File: config.mk
export PLATFORM = sky130hd
export DESIGN_NAME = uart_frame_decoder_flat
export DESIGN_NICKNAME = d
export VERILOG_FILES = /design/src/rtl/core/ufd_pkg.sv /design/src/rtl/core/ufd_if.sv /design/src/rtl/core/uart_frame_decoder.sv /design/src/rtl/core/ufd_cfg_regs.sv /design/src/rtl/core/ufd_frame_fsm.sv /design/src/rtl/core/ufd_out_buf.sv /design/src/flat_wrapper.sv
export SDC_FILE = /design/constraint.sdc
export NUM_CORES = 1
export LEC_CHECK = 0
export BUFFER_PORTS_ARGS = -buffer_cell sky130_fd_sc_hd__buf_4
export CAP_MARGIN = 40
export CORE_MARGIN = 10
export CORE_UTILIZATION = 41
export CTS_BUF_LIST = sky130_fd_sc_hd__clkbuf_16
export CTS_CLUSTER_DIAMETER = 100
export DETAILED_ROUTE_END_ITERATION = 10
export PLACE_DENSITY = 0.71
export SLEW_MARGIN = 25
export SYNTH_ARGS = -nofsm -noshare
export SYNTH_HDL_FRONTEND = slang
export SYNTH_SLANG_ARGS = --single-unit
File: constraint.sdc
create_clock -name i_clk -period 4.07 [get_ports i_clk]
set_input_delay 0.814 -clock i_clk [delete_from_list [all_inputs] [get_ports i_clk]]
set_output_delay 0.814 -clock i_clk [all_outputs]
set_load 0.02 [all_outputs]
File: src/rtl/core/ufd_pkg.sv
`timescale 1ns / 1ps

package ufd_pkg;

    // frame delimiter and checksum seed, and max payload length reset value
    localparam logic [7:0]  START_BYTE      = 8'hFE;
    localparam logic [15:0] MAX_LEN_RESET   = 16'd128;

    // register map
    localparam logic        REG_MAX_LEN     = 1'b0;

    // receive phases
    typedef enum logic [2:0] {
        PH_WAIT    = 3'd0,
        PH_FUNC_HI = 3'd1,
        PH_FUNC_LO = 3'd2,
        PH_LEN_HI  = 3'd3,
        PH_LEN_LO  = 3'd4,
        PH_PAYLOAD = 3'd5,
        PH_CHECK   = 3'd6
    } t_phase;

    // result kinds
    typedef enum logic [1:0] {
        KIND_DATA    = 2'd0,
        KIND_GOOD    = 2'd1,
        KIND_BAD     = 2'd2,
        KIND_TOOLONG = 2'd3
    } t_kind;

    // one result item
    typedef struct packed {
        t_kind       kind;
        logic [15:0] function_code;
        logic [15:0] payload_length;
        logic [7:0]  data_byte;
        logic [15:0] byte_index;
    } t_result;

    // result handoff from the frame logic to the output buffer
    typedef struct packed {
        logic    valid;
        t_result res;
    } t_result_req;

endpackage

File: src/rtl/core/ufd_if.sv
`timescale 1ns / 1ps

// received byte channel
interface ufd_rx_if;
    logic       valid;
    logic       ready;
    logic [7:0] rx_byte;

    modport source (output valid, output rx_byte, input ready);
    modport sink   (input valid, input rx_byte, output ready);
endinterface

// decoded result channel
interface ufd_res_if;
    logic        valid;
    logic        ready;
    logic [1:0]  kind;
    logic [15:0] function_code;
    logic [15:0] payload_length;
    logic [7:0]  data_byte;
    logic [15:0] byte_index;

    modport source (output valid, output kind, output function_code,
                    output payload_length, output data_byte, output byte_index,
                    input ready);
    modport sink   (input valid, input kind, input function_code,
                    input payload_length, input data_byte, input byte_index,
                    output ready);
endinterface

File: src/rtl/core/uart_frame_decoder.sv
`timescale 1ns / 1ps
// a result is registered in the output buffer when its byte is accepted, or in
// its skid slot if the output waits; one byte per cycle while the skid is free
// a two-entry output buffer keeps bytes flowing while one result waits
// reset (i_rst_n low, synchronous): hunt for start byte, fields cleared,
// checksum seed restored, max payload length back to 128, outputs empty

module uart_frame_decoder (
    input  logic        i_clk,
    input  logic        i_rst_n,
    ufd_rx_if.sink      i_rx,
    ufd_res_if.source   o_res,
    input  logic        psel,
    input  logic        penable,
    input  logic        pwrite,
    input  logic [2:0]  paddr,
    input  logic [31:0] pwdata,
    output logic [31:0] prdata,
    output logic        pready
);

    logic                  w_max_len_unused_hi;
    logic [15:0]           w_max_len;
    logic                  w_in_ready;
    logic                  w_accept;
    ufd_pkg::t_result_req  w_req;
    ufd_pkg::t_result      w_res;

    assign w_max_len_unused_hi = 1'b0;
    assign i_rx.ready = w_in_ready | w_max_len_unused_hi;
    assign w_accept   = i_rx.valid && i_rx.ready;

    // configuration registers
    ufd_cfg_regs u_cfg (
        .i_clk     (i_clk),
        .i_rst_n   (i_rst_n),
        .psel      (psel),
        .penable   (penable),
        .pwrite    (pwrite),
        .paddr     (paddr),
        .pwdata    (pwdata),
        .prdata    (prdata),
        .pready    (pready),
        .o_max_len (w_max_len)
    );

    // frame parser
    ufd_frame_fsm u_fsm (
        .i_clk     (i_clk),
        .i_rst_n   (i_rst_n),
        .i_accept  (w_accept),
        .i_rx_byte (i_rx.rx_byte),
        .i_max_len (w_max_len),
        .o_req     (w_req)
    );

    // result buffer
    ufd_out_buf u_buf (
        .i_clk      (i_clk),
        .i_rst_n    (i_rst_n),
        .i_req      (w_req),
        .o_in_ready (w_in_ready),
        .o_valid    (o_res.valid),
        .i_ready    (o_res.ready),
        .o_res      (w_res)
    );

    assign o_res.kind           = w_res.kind;
    assign o_res.function_code  = w_res.function_code;
    assign o_res.payload_length = w_res.payload_length;
    assign o_res.data_byte      = w_res.data_byte;
    assign o_res.byte_index     = w_res.byte_index;

endmodule

File: src/rtl/core/ufd_cfg_regs.sv
`timescale 1ns / 1ps

module ufd_cfg_regs (
    input  logic        i_clk,
    input  logic        i_rst_n,
    input  logic        psel,
    input  logic        penable,
    input  logic        pwrite,
    input  logic [2:0]  paddr,
    input  logic [31:0] pwdata,
    output logic [31:0] prdata,
    output logic        pready,
    output logic [15:0] o_max_len
);

    logic [15:0] r_max_len;
    logic        w_wr;

    assign pready = 1'b1;
    assign w_wr   = psel && penable && pwrite && (paddr[2] == ufd_pkg::REG_MAX_LEN);

    // max payload length register
    always_ff @(posedge i_clk) begin
        if (!i_rst_n) begin
            r_max_len <= ufd_pkg::MAX_LEN_RESET;
        end else if (w_wr) begin
            r_max_len <= pwdata[15:0];
        end
    end

    // read back
    always_comb begin
        if (paddr[2] == ufd_pkg::REG_MAX_LEN) begin
            prdata = {16'd0, r_max_len};
        end else begin
            prdata = 32'd0;
        end
    end

    assign o_max_len = r_max_len;

endmodule

File: src/rtl/core/ufd_frame_fsm.sv
`timescale 1ns / 1ps

module ufd_frame_fsm (
    input  logic                  i_clk,
    input  logic                  i_rst_n,
    input  logic                  i_accept,
    input  logic [7:0]            i_rx_byte,
    input  logic [15:0]           i_max_len,
    output ufd_pkg::t_result_req  o_req
);

    ufd_pkg::t_phase r_phase, n_phase;
    logic [15:0]     r_func,  n_func;
    logic [15:0]     r_len,   n_len;
    logic [15:0]     r_index, n_index;
    logic [7:0]      r_xor,   n_xor;

    logic [15:0]     w_len_full;
    logic [15:0]     w_index_inc;

    assign w_len_full  = {r_len[15:8], i_rx_byte};
    assign w_index_inc = r_index + 16'd1;

    // next phase
    always_comb begin
        n_phase = r_phase;
        case (r_phase)
            ufd_pkg::PH_WAIT: begin
                if (i_rx_byte == ufd_pkg::START_BYTE) begin
                    n_phase = ufd_pkg::PH_FUNC_HI;
                end
            end
            ufd_pkg::PH_FUNC_HI: n_phase = ufd_pkg::PH_FUNC_LO;
            ufd_pkg::PH_FUNC_LO: n_phase = ufd_pkg::PH_LEN_HI;
            ufd_pkg::PH_LEN_HI:  n_phase = ufd_pkg::PH_LEN_LO;
            ufd_pkg::PH_LEN_LO: begin
                if (w_len_full > i_max_len) begin
                    n_phase = ufd_pkg::PH_WAIT;
                end else if (w_len_full != 16'd0) begin
                    n_phase = ufd_pkg::PH_PAYLOAD;
                end else begin
                    n_phase = ufd_pkg::PH_CHECK;
                end
            end
            ufd_pkg::PH_PAYLOAD: begin
                if (w_index_inc >= r_len) begin
                    n_phase = ufd_pkg::PH_CHECK;
                end
            end
            ufd_pkg::PH_CHECK: n_phase = ufd_pkg::PH_WAIT;
            default:           n_phase = ufd_pkg::PH_WAIT;
        endcase
    end

    // field updates and result
    always_comb begin
        n_func  = r_func;
        n_len   = r_len;
        n_index = r_index;
        n_xor   = r_xor;
        o_req.valid              = 1'b0;
        o_req.res.kind           = ufd_pkg::KIND_DATA;
        o_req.res.function_code  = r_func;
        o_req.res.payload_length = r_len;
        o_req.res.data_byte      = 8'd0;
        o_req.res.byte_index     = 16'd0;
        case (r_phase)
            ufd_pkg::PH_WAIT: begin
                n_func  = 16'd0;
                n_len   = 16'd0;
                n_index = 16'd0;
                n_xor   = ufd_pkg::START_BYTE;
            end
            ufd_pkg::PH_FUNC_HI: begin
                n_func = {i_rx_byte, 8'd0};
                n_xor  = r_xor ^ i_rx_byte;
            end
            ufd_pkg::PH_FUNC_LO: begin
                n_func = {r_func[15:8], i_rx_byte};
                n_xor  = r_xor ^ i_rx_byte;
            end
            ufd_pkg::PH_LEN_HI: begin
                n_len = {i_rx_byte, 8'd0};
                n_xor = r_xor ^ i_rx_byte;
            end
            ufd_pkg::PH_LEN_LO: begin
                n_len   = w_len_full;
                n_xor   = r_xor ^ i_rx_byte;
                n_index = 16'd0;
                // frame too long: abandon with an error result
                if (w_len_full > i_max_len) begin
                    o_req.valid              = i_accept;
                    o_req.res.kind           = ufd_pkg::KIND_TOOLONG;
                    o_req.res.payload_length = w_len_full;
                end
            end
            ufd_pkg::PH_PAYLOAD: begin
                o_req.valid          = i_accept;
                o_req.res.kind       = ufd_pkg::KIND_DATA;
                o_req.res.data_byte  = i_rx_byte;
                o_req.res.byte_index = r_index;
                n_xor   = r_xor ^ i_rx_byte;
                n_index = w_index_inc;
            end
            ufd_pkg::PH_CHECK: begin
                o_req.valid    = i_accept;
                o_req.res.kind = (r_xor == i_rx_byte) ? ufd_pkg::KIND_GOOD
                                                      : ufd_pkg::KIND_BAD;
            end
            default: begin
                n_func = r_func;
            end
        endcase
    end

    // frame state, advanced once per accepted byte
    always_ff @(posedge i_clk) begin
        if (!i_rst_n) begin
            r_phase <= ufd_pkg::PH_WAIT;
            r_func  <= 16'd0;
            r_len   <= 16'd0;
            r_index <= 16'd0;
            r_xor   <= ufd_pkg::START_BYTE;
        end else if (i_accept) begin
            r_phase <= n_phase;
            r_func  <= n_func;
            r_len   <= n_len;
            r_index <= n_index;
            r_xor   <= n_xor;
        end
    end

endmodule

File: src/rtl/core/ufd_out_buf.sv
`timescale 1ns / 1ps

module ufd_out_buf (
    input  logic                  i_clk,
    input  logic                  i_rst_n,
    input  ufd_pkg::t_result_req  i_req,
    output logic                  o_in_ready,
    output logic                  o_valid,
    input  logic                  i_ready,
    output ufd_pkg::t_result      o_res
);

    logic              r_out_valid;
    ufd_pkg::t_result  r_out;
    logic              r_skid_valid;
    ufd_pkg::t_result  r_skid;

    // a free skid slot lets the next byte in while a result waits
    assign o_in_ready = !r_skid_valid;
    assign o_valid    = r_out_valid;
    assign o_res      = r_out;

    // control
    always_ff @(posedge i_clk) begin
        if (!i_rst_n) begin
            r_out_valid  <= 1'b0;
            r_skid_valid <= 1'b0;
        end else if (!r_out_valid || i_ready) begin
            if (r_skid_valid) begin
                r_out_valid  <= 1'b1;
                r_skid_valid <= 1'b0;
            end else begin
                r_out_valid  <= i_req.valid;
            end
        end else if (i_req.valid) begin
            r_skid_valid <= 1'b1;
        end
    end

    // payload
    always_ff @(posedge i_clk) begin
        if (!r_out_valid || i_ready) begin
            if (r_skid_valid) begin
                r_out <= r_skid;
            end else begin
                r_out <= i_req.res;
            end
        end else if (i_req.valid) begin
            r_skid <= i_req.res;
        end
    end

endmodule
File: src/flat_wrapper.sv
// flat-port wrapper written by rule: the top's interface ports become plain ports
module uart_frame_decoder_flat 
  (i_clk, i_rst_n, psel, penable, pwrite, paddr, pwdata, prdata, pready, i_rx_valid, i_rx_rx_byte, i_rx_ready, o_res_valid, o_res_kind, o_res_function_code, o_res_payload_length, o_res_data_byte, o_res_byte_index, o_res_ready);
  ufd_rx_if i_rx_i ();
  ufd_res_if o_res_i ();
  input  logic i_clk;
  input  logic i_rst_n;
  input  logic psel;
  input  logic penable;
  input  logic pwrite;
  input  logic [2:0] paddr;
  input  logic [31:0] pwdata;
  output logic [31:0] prdata;
  output logic pready;
  input wire logic [$bits(i_rx_i.valid)-1:0] i_rx_valid;
  input wire logic [$bits(i_rx_i.rx_byte)-1:0] i_rx_rx_byte;
  output wire logic [$bits(i_rx_i.ready)-1:0] i_rx_ready;
  output wire logic [$bits(o_res_i.valid)-1:0] o_res_valid;
  output wire logic [$bits(o_res_i.kind)-1:0] o_res_kind;
  output wire logic [$bits(o_res_i.function_code)-1:0] o_res_function_code;
  output wire logic [$bits(o_res_i.payload_length)-1:0] o_res_payload_length;
  output wire logic [$bits(o_res_i.data_byte)-1:0] o_res_data_byte;
  output wire logic [$bits(o_res_i.byte_index)-1:0] o_res_byte_index;
  input wire logic [$bits(o_res_i.ready)-1:0] o_res_ready;
  assign i_rx_i.valid = i_rx_valid;
  assign i_rx_i.rx_byte = i_rx_rx_byte;
  assign i_rx_ready = i_rx_i.ready;
  assign o_res_valid = o_res_i.valid;
  assign o_res_kind = o_res_i.kind;
  assign o_res_function_code = o_res_i.function_code;
  assign o_res_payload_length = o_res_i.payload_length;
  assign o_res_data_byte = o_res_i.data_byte;
  assign o_res_byte_index = o_res_i.byte_index;
  assign o_res_i.ready = o_res_ready;
  uart_frame_decoder u_core (.i_clk(i_clk), .i_rst_n(i_rst_n), .i_rx(i_rx_i), .o_res(o_res_i), .psel(psel), .penable(penable), .pwrite(pwrite), .paddr(paddr), .pwdata(pwdata), .prdata(prdata), .pready(pready));
endmodule
# Yosys cells after proc, flatten, opt, wreduce, memory -nomap -nowiden
# Index checks and enable logic that the tools add are counted.
# W data, S select, Z words.
word_totals:
  ff_bits: 193
  out_inout_bits: 93
  word_cells: 83
classes:
  n_addsub: 1
  order_cmp: 2
  eq_ne: 10
  n_mux: 18
  bitwise_logic: 6
  reduce_logical: 26
ops:
  columns: ["cell", "n"]
  rows:
  - ["$pmux W16 S3", 2]
  - ["$mux W58", 1]
  - ["$pmux W16 S2", 1]
  - ["$mux W24", 1]
  - ["$pmux W3 S6", 1]
  - ["$add A16 B1 Y16 const B", 1]
  - ["$ge A16 B16 Y1", 1]
  - ["$gt A16 B16 Y1", 1]
  - ["$mux W16", 1]
  - ["$mux W8", 2]
  - ["$pmux W8 S2", 1]
  - ["$reduce_bool A16 Y1", 1]
  - ["$mux W3", 4]
  - ["$reduce_and A2 Y1", 5]
  - ["$eq A3 B3 Y1 const B", 3]
  - ["$pmux W3 S3", 1]
  - ["$reduce_and A3 Y1", 3]
  - ["$eq A8 B8 Y1", 1]
  - ["$eq A8 B8 Y1 const B", 1]
  - ["$reduce_bool A2 Y1", 4]
  - ["$xor A8 B8 Y8", 1]
  - ["$eq A3 B2 Y1 const B", 2]
  - ["$reduce_bool A3 Y1", 2]
  - ["$not A1 Y1", 5]
  - ["10 further kinds", 17]

# Longest topological paths before layout
depth:
  ltp_word: 5
  ltp_mapped: 15
  mapped_depth_nobuf: 14

# Hierarchy
# A second synthesis with hierarchy kept.
hier_totals:
  hier_cells: 795
  hier_area_um2: 9380.2
by_module_without_submodules:
  columns: ["mod", "n_inst", "cells_each", "area_each_um2"]
  rows:
  - ["ufd_out_buf", 1, 190, 4569.4]
  - ["ufd_frame_fsm", 1, 498, 3892.5]
  - ["ufd_cfg_regs", 1, 106, 912.1]
  - ["uart_frame_decoder", 1, 1, 6.3]

# Worst setup path before layout
# No wires, ideal clock.
synth_timing:
  path_kind: "input to register"
  startpoint: "input port i_rx_rx_byte[0]"
  endpoint: "register u_core.u_buf.r_skid[0] (netlist name) (enable)"
  setup_ns: 0.422
  arrival_time_ns: 3.500
  path_slack_ns: 0.148
  path_stages: 10
  path_buffers: 1
  path_cell_list: "clkbuf_1 -> inv_2 -> ha_1 -> nor2b_1 -> o211ai_1 -> a21boi_2 -> nand3b_4 -> nand2_1 -> a21oi_1 -> and2_1"
synth_between:
  elab_chain_len: 4
synth_rtl:
  columns: ["element", "line_no", "text"]
  rows:
  - ["from (decl)", "flat_wrapper.sv:16", "input wire logic [$bits(i_rx_i.rx_byte)-1:0] i_rx_rx_byte;"]
  - ["$gt A16 B16 Y1", "ufd_frame_fsm.sv:91", "if (w_len_full > i_max_len) begin"]
  - ["$mux W3", "ufd_frame_fsm.sv:91", null]
  - ["$pmux W3 S3", "ufd_frame_fsm.sv:67", "case (r_phase)"]
  - ["$reduce_and A2 Y1 (no source line)", null, null]
  - ["to (signal assigned)", "ufd_out_buf.sv:49", "r_skid <= i_req.res;"]
  - ["to (decl)", "ufd_out_buf.sv:16", "ufd_pkg::t_result r_skid;"]
# No other way between the ends.
# A chain may end at the register's enable or synchronous reset.

# Final worst setup path
layout_timing:
  startpoint: "register u_core.u_fsm.r_index[3]"
  endpoint: "register u_core.u_fsm.r_phase[2]"
layout_between:
  elab_chain_len: 4
layout_rtl:
  columns: ["element", "line_no", "text"]
  rows:
  - ["from (decl)", "ufd_frame_fsm.sv:15", "logic [15:0] r_index, n_index;"]
  - ["from (signal assigned)", "ufd_frame_fsm.sv:128", "r_index <= n_index;"]
  - ["$add A16 B1 Y16", "ufd_frame_fsm.sv:22", "assign w_index_inc = r_index + 16'd1;"]
  - ["$ge A16 B16 Y1", "ufd_frame_fsm.sv:46", "if (w_index_inc >= r_len) begin"]
  - ["$ne A2 B2 Y1 (no source line)", null, null]
  - ["$reduce_and A3 Y1 (no source line)", null, null]
  - ["to (signal assigned)", "ufd_frame_fsm.sv:119", "r_phase <= ufd_pkg::PH_WAIT;"]
  - ["to (signal assigned)", "ufd_frame_fsm.sv:125", "r_phase <= n_phase;"]
  - ["to (decl)", "ufd_frame_fsm.sv:12", "ufd_pkg::t_phase r_phase, n_phase;"]
# No other way between the ends.

==> results by group <==
Floorplan
  • Top Ports: 143
  • Die width: 169 um
  • # rows: 54
  • Initial Util: 41.7%
  • Area of the core: roughly 22000 um^2
  • Area of the die: 28600 um^2
  • Die Span Y: 169 um

Place
  • GP Congestion: 0.828
  • Post-place setup slack: ~0.54 ns
  • DP HPWL: between 10000 and 15000 um
  • Port buffer count: around 110
  • Area after DPL: 10100 um^2

Synthesis
  • Mapped Avg Cell Area: 11.1 um^2
  • Post-synth design cell area: 9120 um^2
  • Synth Instances: 822
  • Seq/Total Area, Yosys: between 50% and 60%
  • Yosys warning count: 0
  • Synth Flop Type: edfxtp_1
  • Post-synth EDFFs: 116
  • Netlist cell types: 59
  • Post-synth ARST share: 0%
  • #FFs+latches synth: slightly below 200

CTS
  • CTS sink count: 193
  • Clock buffer depth: 2
  • PostCTS Resize Cnt: 0
  • H-tree Lvls: 4
  • Setup bufs post-CTS: 0
  • Hold_buf cts: 0
  • Worst-path clk slew: 0.07 ns
  • CTS Root Cell: clkbuf_16
  • Clk_lat worst skew: about 0.44 ns
  • CTS tree: yes
  • TritonCTS Buffers: 17

Cells and area
  • Layout cells sized above 1: 23.7%
  • Fin area: around 11000 um^2
  • Footprint of the multi-input gates: roughly 3700 um^2
  • Final net count: 991
  • FF+latch area: 5020 um^2
  • Area Growth Syn to Fin: 17.8%
  • FILL cells: 2001
  • Number of diodes: 0

Drt
  • ANT nets after route: 0
  • DRC Markers: 0
  • WL/cell: 16.9 um
  • Met3 wire length: 1370 um
  • Via/cell ratio: 5.14
  • Top layer used by detailed routing: met4
  • Met2 Wirelength: 8940 um
  • First-pass iteration count of the detailed router: 5
  • Met1 WL: 9540 um
  • Initial DRC count: between 400 and 500
  • WL final: 20300 um
  • Via count: 6176

Power and ir drop
  • Pwr per Cell Area: 371 nW/um^2
  • Worst IR Drop VDD: 0.000283 V
  • Lkg Pwr: 4.35 nW
  • Sw Ratio: 22.3%
  • Logic pwr share: around 4%
  • Internal Dissipation: 0.00309 W
  • Tot Pwr: ~0.004 W
  • Sw power: 0.000889 W
  • Sequential share of power: 51.5%
  • Clk pwr share: between 40 and 50%

GRT
  • Total track usage: 14.2%
  • Grt total ovfl: 0
  • Vias in the first global route: 6391
  • First-pass GRT wire length: 33400 um
  • Largest net degree at the start of global routing: 80
  • Initial antenna violation count: 0

STA
  • Fin. max-slew vios: 0
  • Hold Vio Cnt, Final: 0
  • Slew @ Worst Pin: ~0.76 ns
  • Post-Route Skew: 0.0105 ns
  • Final WS setup: between 0.4 and 0.5 ns
  • RSZ-0062 raised after global routing: no
  • Achievable frequency: 0.276 GHz
  • Minimum clock period: 3.62 ns
  • Smallest hold slack: 0.461 ns
  • Finish-stage setup viols: 0
  • Setup TNS: 0 ns
  • Period utilisation layout: approximately nine tenths
  • Worst rel slew slack: 49.3%

Worst setup path
  • Critical path arrival: 3.95 ns
  • Critical path fanouts, max: 5
  • CP startpoint kind: register
  • CP Data Required Time: 4.40 ns
  • CP Class: register to register
  • Worst Setup End Kind: register

Min path
  • Hold/Removal Path Class: register to register

Run status
  • Status: finished clean

Flow run
  • Maxcap violations: 0
==> layout by cell type, fill, tap and decap left out, types with 3 or more instances in the layout <==
cell type and n:
a21boi_0 24, a21boi_1 22, a21o_1 7, a21oi_1 17
a22oi_1 11, and2_1 26, and3_1 6, buf_4 113
bufinv_16 3, clkbuf_16 17, clkinv_4 3, conb_1 17
dfxtp_1 77, edfxtp_1 116, ha_1 33, inv_1 32
inv_2 4, inv_6 4, mux2_2 42, mux2_4 16
nand2_1 102, nand3_1 38, nand4_1 9, nor2_1 37
nor2b_1 20, nor3_1 10, nor4_1 5, o21a_1 9
o21ai_0 18, o21ai_1 4, o22ai_1 8, o31a_1 3
or3_1 4, xnor2_1 17, xor2_1 5
==> path summary, 6_finish.rpt <==
path / endpoint / slack [ns] / cells after the start / startpoint
max reg2reg: u_core.u_fsm.r_phase[2]$_SDFFE_PN0P_ / 0.45 / 14 / u_core.u_fsm.r_index[3]$_SDFFE_PN0P_
min reg2reg: u_core.u_buf.r_skid[49]$_DFFE_PP_ / 0.46 / 0 / u_core.u_fsm.r_func[9]$_SDFFE_PN0P_
min: u_core.u_buf.r_skid[49]$_DFFE_PP_ / 0.46 / 0 / u_core.u_fsm.r_func[9]$_SDFFE_PN0P_
max: u_core.u_fsm.r_phase[2]$_SDFFE_PN0P_ / 0.45 / 14 / u_core.u_fsm.r_index[3]$_SDFFE_PN0P_
==> registers in the layout, summed over array words and instances, names as in the netlist, 3 cells and up <==
signal and flops:
u_core.u_buf.o_res 58, u_core.u_buf.r_skid 58, u_core.u_cfg.o_max_len 16, u_core.u_fsm.r_func 16
u_core.u_fsm.r_index 16, u_core.u_fsm.r_len 16, u_core.u_fsm.r_phase 3, u_core.u_fsm.r_xor 8
==> synthesized netlist by cell type (3+ instances only) <==
master | instances | area share [%]
edfxtp_1 | 116 | 38
nand2_1 | 102 | 4.2
dfxtp_1 | 77 | 17
mux2_2 | 42 | 5.2
clkbuf_1 | 41 | 1.7
nand3_1 | 38 | 2.1
nor2_1 | 37 | 1.5
ha_1 | 33 | 4.5
inv_1 | 33 | 1.4
and2_1 | 27 | 1.9
a21boi_0 | 24 | 2.0
a21boi_1 | 22 | 1.8
nor2b_1 | 20 | 1.4
o21ai_0 | 18 | 0.99
a21oi_1 | 17 | 0.93
buf_4 | 17 | 1.4
xnor2_1 | 17 | 1.6
mux2_4 | 16 | 2.6
a22oi_1 | 11 | 0.91
nor3_1 | 10 | 0.55
nand4_1 | 9 | 0.62
o21a_1 | 9 | 0.74
o22ai_1 | 8 | 0.55
a21o_1 | 7 | 0.58
and3_1 | 6 | 0.41
nor4_1 | 5 | 0.34
o21ai_1 | 5 | 0.27
xor2_1 | 5 | 0.48
buf_2 | 4 | 0.22
or3_1 | 4 | 0.27
inv_2 | 3 | 0.12
o31a_1 | 3 | 0.29
==> kinds of logic (layout without fill, tap and decap cells) <==
group	Yosys count	count (layout)	synth area share, %
AND/OR/NAND/NOR	272	272	14.8
multiplexers	59	59	7.93
flip-flops	193	193	55.1
adder cells (fa/ha/maj)	33	33	4.53
buffers and inverters	100	184	4.88
other	2	17	0.0823
AO/OA/AOI/OAI	141	141	10.6
XOR/XNOR	22	22	2.11
==> layout make-up <==
class	instances	area share, %
multi-input cells	544	34.6
inverters	36	1.26
clock buffers	17	3.96
flip-flops and latches	193	46.8
well taps	280	3.26
repair buffers	116	8.31
clock inverters	15	1.87
==> power by group through the flow <==
stage                     sequential (W)  clock [W]  combinational, W
after floorplan                  0.00209          0          0.000112
after global placement           0.00210          0          0.000153
after detailed placement         0.00210          0          0.000155
after CTS                        0.00205    0.00180          0.000156
after global routing             0.00205    0.00189          0.000172
final                            0.00205    0.00177          0.000158
==> worst max-delay path: stages, from the launching register on <==
cell and delay [ns]:
dfxtp_1 0.42, and3_1 0.22, and3_1 0.28, nand3_1 0.26
nor2_1 0.25, nand4_1 0.15, xnor2_1 0.18, ha_1 0.32
nand4_1 0.15, nor2_1 0.16, o2111ai_1 0.12, a31oi_1 0.22
o311ai_1 0.25, o21a_1 0.27, o31a_1 0.26
==> per-stage QoR <==
step	instances	util, %
floorplan	837	-
global placement	1167	46.1
finish	1201	49.1
CTS	1200	49.1
global route	1201	49.1
detailed placement	1168	46.2
==> metal layers <==
metal  vias up  track usage, %
met4         0            5.07
met5         -               0
met3        29            4.21
li1       3048               -
met2       174            21.4
met1      2925            19.0
Power figures use the tool's default switching activity.
